**src/design/mnrr_pkg.sv**
```systemverilog
`default_nettype none

package mnrr_pkg;

    localparam int NUM_NOTES     = 128;
    localparam int NOTE_W        = 7;
    localparam int MOD_REQ_W     = 2;
    localparam int VEL_W         = 7;
    localparam int BEND_W        = 14;
    localparam int OFFSET_W      = 16;
    localparam int CHAN_W        = 5;
    localparam int VALUE_W       = 14;
    localparam int NUM_CHAN_REGS = 4;
    localparam int CFG_IDX_W     = 2;
    localparam int MAX_RESULTS   = 4;
    localparam int RES_CNT_W     = $clog2(MAX_RESULTS + 1);
    localparam int RES_IDX_W     = $clog2(MAX_RESULTS);

    localparam logic [CHAN_W-1:0] CHAN_MIN = CHAN_W'(1);
    localparam logic [CHAN_W-1:0] CHAN_MAX = CHAN_W'(16);
    localparam logic [VEL_W-1:0]  VEL_MIN  = VEL_W'(1);

    typedef enum logic [2:0] {
        MODE_NOTE_ON  = 3'd0,
        MODE_NOTE_OFF = 3'd1,
        MODE_BEND     = 3'd2,
        MODE_SUSTAIN  = 3'd3,
        MODE_ENABLE   = 3'd4,
        MODE_CLEAR    = 3'd5,
        MODE_RELEASE  = 3'd6
    } t_mode;

    typedef enum logic [1:0] {
        KIND_ON   = 2'd0,
        KIND_OFF  = 2'd1,
        KIND_BEND = 2'd2
    } t_kind;

    typedef struct packed {
        t_kind                kind;
        logic [CHAN_W-1:0]    channel;
        logic [NOTE_W-1:0]    note;
        logic [VALUE_W-1:0]   value;
        logic [OFFSET_W-1:0]  offset;
        logic                 last;
    } t_result;

    // Handshake status of the result queue as seen by the processing stage.
    typedef struct packed {
        logic free;
    } t_queue_status;

endpackage

`default_nettype wire

```
**src/design/mnrr_result_queue.sv**
```systemverilog
`default_nettype none

module mnrr_result_queue
    import mnrr_pkg::*;
(
    input  wire logic                 i_clk,
    input  wire logic                 i_rst_n,
    input  wire logic                 i_load,
    input  wire logic [RES_CNT_W-1:0] i_count,
    input  wire t_result              i_items [MAX_RESULTS],
    output t_queue_status             o_status,
    output logic                      o_valid,
    output t_result                   o_item,
    input  wire logic                 i_ready
);

    logic [RES_CNT_W-1:0] r_cnt;
    t_result              r_items [MAX_RESULTS];
    logic                 xfer;

    assign xfer            = (r_cnt != '0) && i_ready;
    assign o_status.free   = (r_cnt == '0) || ((r_cnt == RES_CNT_W'(1)) && i_ready);
    assign o_valid         = (r_cnt != '0);
    assign o_item          = r_items[0];

    always_ff @(posedge i_clk) begin
        if (!i_rst_n) begin
            r_cnt <= '0;
        end else if (i_load) begin
            r_cnt <= i_count;
        end else if (xfer) begin
            r_cnt <= r_cnt - RES_CNT_W'(1);
        end
    end

    always_ff @(posedge i_clk) begin
        if (i_load) begin
            r_items <= i_items;
        end else if (xfer) begin
            for (int i = 0; i < MAX_RESULTS - 1; i++) begin
                r_items[i] <= r_items[i + 1];
            end
        end
    end

endmodule

`default_nettype wire

```
**config.mk**
```make
export PLATFORM = sky130hd
export DESIGN_NAME = mnrr_result_queue
export DESIGN_NICKNAME = d
export VERILOG_FILES = /design/src/design/mnrr_pkg.sv /design/src/design/mnrr_result_queue.sv
export SDC_FILE = /design/constraint.sdc
export NUM_CORES = 1
export LEC_CHECK = 0
export ABC_AREA = 0
export CAP_MARGIN = 20
export CELL_PAD_IN_SITES_DETAIL_PLACEMENT = 1
export CELL_PAD_IN_SITES_GLOBAL_PLACEMENT = 2
export CORE_MARGIN = 1
export CORE_UTILIZATION = 44
export DETAILED_ROUTE_END_ITERATION = 10
export DONT_BUFFER_PORTS = 1
export PLACE_DENSITY_LB_ADDON = 0.3
export SYNTH_ARGS = -nofsm -noshare
export SYNTH_HDL_FRONTEND = slang
export SYNTH_SLANG_ARGS = --single-unit
```
**constraint.sdc**
```tcl
create_clock -name i_clk -period 5.43 [get_ports i_clk]
set_clock_uncertainty 0.15 [all_clocks]
set_input_delay 1.086 -clock i_clk [delete_from_list [all_inputs] [get_ports i_clk]]
set_output_delay 1.086 -clock i_clk [all_outputs]
set_load 0.005 [all_outputs]
```
# ---- Word level (Yosys, flattened, before mapping)
# Index checks and enable logic that the tools add are counted.
dict set report totals {
  word_cells 37
  register_bits 183
  input_bits 187
  out_inout_bits 47
}
dict set report classes {
  eq_ne 1
  n_mux 4
  n_reduce_logical 6
  addsub 1
}
# op n
set ops {}
lappend ops {{135-bit 2-to-1 mux} 2}
lappend ops {{3-bit 2-to-1 mux} 2}
lappend ops {{3-bit by 1-bit equality test with 1-bit output (second input constant)} 1}
lappend ops {{3-bit zero test} 1}
lappend ops {{3-bit nonzero test} 1}
lappend ops {{3-bit by 1-bit subtractor with 3-bit output (second input constant)} 1}
lappend ops {{1-bit logical AND} 2}
lappend ops {{2-bit nonzero test} 1}
lappend ops {{1-bit logical OR} 1}

# ---- Logic depth before layout (Yosys ltp)
dict set report depth {
  ltp_word 4
  ltp_mapped 5
  mapped_depth_nobuf 5
}

# ---- Worst setup path after synthesis
# No wires, ideal clock.
dict set report synth_path {
  path_kind {in2reg}
  from {input port i_load}
  to {register r_items, in the netlist o_item[0], enable pin}
  setup_time_ns 0.500
  path_stages 2
  required_ns 4.780
  slack_ns 0.740
  t_arrival_ns 4.041
  path_cell_list {inv_1 nand2_1}
}
dict set report synth_via {
  elab_chain_cells 1
}
# item line_no
set synth_lines {}
lappend synth_lines {{start: declaration} mnrr_result_queue.sv:8} ;# input wire logic i_load,
lappend synth_lines {{2-bit nonzero test (no line)} n/a}
lappend synth_lines {{end signal: assignment} mnrr_result_queue.sv:38} ;# r_items <= i_items;
lappend synth_lines {{end signal: indexed assignment} mnrr_result_queue.sv:41} ;# r_items[i] <= r_items[i + 1];
lappend synth_lines {{end: declaration} mnrr_result_queue.sv:18} ;# t_result r_items [MAX_RESULTS];
# No other way between the ends.
# A chain may end at the register's enable or synchronous reset.

# ---- Worst setup path in the final report
dict set report layout_path {
  from {register r_cnt[0]}
  to {register r_items[103] (netlist name), enable pin}
}
dict set report layout_via {
  elab_chain_cells 3
}
# item line_no
set layout_lines {}
lappend layout_lines {{start: declaration} mnrr_result_queue.sv:17} ;# logic [RES_CNT_W-1:0] r_cnt;
lappend layout_lines {{start signal: assignment} mnrr_result_queue.sv:30} ;# r_cnt <= i_count;
lappend layout_lines {{start signal: assignment} mnrr_result_queue.sv:32} ;# r_cnt <= r_cnt - RES_CNT_W'(1);
lappend layout_lines {{3-bit nonzero test} n/a}
lappend layout_lines {{via o_valid} mnrr_result_queue.sv:12} ;# output logic o_valid,
lappend layout_lines {{1-bit logical AND} mnrr_result_queue.sv:21} ;# assign xfer = (r_cnt != '0) && i_ready;
lappend layout_lines {{2-bit nonzero test (no line)} n/a}
# The timed path passes the listed nets, and every way through them passes these cells.

==> results.tsv <==
metric	value	unit
sequential area share after synthesis	71.4	%
highest metal layer with signal wires	met5	
Ys Warns	0	
Final Hold Vio Count	0	
Area Overhead vs Synth	4.60	%
initial detailed-routing violation count	178	
GRT Overall Usage	14.7	%
top cells by count, synth	edfxtp_1, mux2_2, buf_4	
port bufs	0	
Final min period	2860	ps
total power	3.12	mW
setup repair after global routing missed its margin	no	
number of synthesized flops with an enable pin	180	
fraction of the mapped netlist area in compound gates	0.703	%
main combinational cell family by area after synthesis	multiplexers	
fin crit share	52.7	%
Post-Synthesis Cells	403	
Pwr Density	389	nW/um^2
Synth area leaders	edfxtp_1, mux2_2, buf_4, buf_6, dfxtp_1	
total wire length	12900	um
Antenna Nets Post-Route	0	
post-synthesis mux area share	20.0	%
area of the multi-input gates	1680	um^2
remaining global-route overflow	0	
leakage power	2.72	nW
DR vias/cell	5.18	
largest fanout on the critical path	57	
num ports	234	
slew at the pin with the worst max-slew slack	765	ps
Netlist cell types	19	
cell with the most instances after synthesis	edfxtp_1	
CP Capture Type	register	
via count	3092	
initial antenna violation count	2	
Setup TNS	0	ps
routed wl met2	6780	um
hold slack	397	ps
Clk pwr share	37.5	%
largest net degree at the start of global routing	185	
sw power	0.655	mW
maxcap violations	0	
GP Congestion	0.720	
Synth top area share	70.6	%
Initial Utilization	45.7	%
post-CTS sizing	0	
Critical Path RT	5340	ps
Die Footprint	17900	um^2
WS Path Type	reg -> reg	
CTS Buffer Depth	2	
post-synthesis xor/xnor area fraction	0	%
Synth Area in Simple Gates	0.638	%
Post-Syn Area	7650	um^2
Synth area leader	edfxtp_1	
Die Y	134	um
FF/Latch Area	5470	um^2
Clock Sinks	183	
Worst Hold Class	reg -> reg	
first-pass GRT wire length	19300	um
hold-fix buffer count after cts	0	
Clock Latency Late Sink	420	ps
Clock transition at path regs	70	ps
TritonCTS clock tree	done	
Nets	554	
IR Drop Worst-Case VDD	0.206	mV
Slew headroom	49.0	%
fillcell total	1540	
average size of a mapped cell	19.0	um^2
Post-synth top flop	edfxtp_1	
combinational share of power	5.2	%
total core area	16800	um^2
synthesized flop and latch total	183	
vias in the first global route	3324	
Final setup viols	0	
Critical Path AT	2770	ps
DRT Pass-1 Iters	4	
Pint	2.46	mW
post-synthesis adder-cell area fraction	0.491	%
Die X	134	um
Met1 Wirelength	4850	um
Sw Share	21.0	%
Slew Viols, Final	0	
ys async rst share	0	%
status	complete, no violations	
Reg power frac	57.2	%
# diodes	0	
Routed WL per cell	21.6	um
Max H-tree Level	4	
Num CTS Buffers	17	
share of layout cells above drive strength 1	45.6	%
Worst Setup Start Kind	register	
metal3 WL	1020	um
syn_nets	593	
# DRC	0	
FP Rows	47	
fmax	350	MHz
CTS root buf	clkbuf_16	
detailed-placement wirelength estimate	8600	um
post-CTS setup buffers	0	
cell type report:
cell class,instances,area share [%]
flip-flops and latches,183,68.3
clock buffers,17,5.32
multi-input cells,156,21.0
clock inverters,15,1.61
repair buffers,2,0.188
inverters,4,0.188
well taps,220,3.44
state kept, by name (all words and copies together) (netlist names):
| register | cells |
|---|---|
| r_cnt | 3 |
| r_items | 135 |
| o_item | 45 |
final timing paths:
check,slack (ps),to,cells past startpoint,start
worst min register to register,400,r_items[114],1,r_items[69]
worst max register to register,2570,r_items[103],6,r_cnt[0]
worst max-delay path,2570,r_items[103],6,r_cnt[0]
worst min-delay path,400,r_items[114],1,r_items[69]
power by group through the flow:
stage / registers [mW] / logic (mW) / clock network, mW
floorplan: 1.80 / 0.219 / 0
global placement: 1.81 / 0.159 / 0
detailed placement: 1.82 / 0.166 / 0
CTS: 1.79 / 0.168 / 1.19
global route: 1.80 / 0.180 / 1.24
finish: 1.78 / 0.163 / 1.17
worst max-delay path: stages, from the launching register on:
cell,delay [ps]
dfxtp_1,380
inv_1,80
ha_1,230
nand2b_1,180
nand2_1,160
nand2_4,570
buf_4,630
cell families (layout without fill, tap and decap cells):
logic type / count (synthesis) / in the layout
DFF: 183 / 183
muxes: 136 / 136
buffers and inverters: 64 / 38
and+or+nand+nor: 10 / 10
AOI/OAI and AO/OA: 7 / 7
adders and majority gates: 3 / 3
routing by layer:
layer	global-route usage (%)	up-vias
met5	0	-
met4	7.20	2
met3	6.31	18
met2	25.1	125
met1	15.5	1529
li1	-	1418
per-stage QoR:
| step | util (%) | std cells | setup slack (ps) | instance area (um^2) |
|---|---|---|---|---|
| 6_report | 47.7 | 597 | 2570 | 8000 |
| 5_1_grt | 47.7 | 597 | 2350 | 8000 |
| 4_1_cts | 47.7 | 597 | 2520 | 8000 |
| 3_5_place_dp | 44.4 | 565 | 2350 | 7450 |
| 3_3_place_gp | 44.4 | 565 | 2430 | 7450 |
| 2_1_floorplan | - | 403 | 740 | 7650 |
placed cells by master, fill, tap and decap left out, types with 2 or more instances in the layout:
cell type and instances:
ha_1 3, mux2_2 135, dfxtp_1 3, nand2_1 2, clkbuf_16 17, buf_4 2, clkinv_2 6, inv_1 4
edfxtp_1 180, clkinv_4 4, inv_6 3, nor2_1 3, o21ai_0 2, a21oi_1 3
Note: power is estimated with default switching activity, not from simulation.
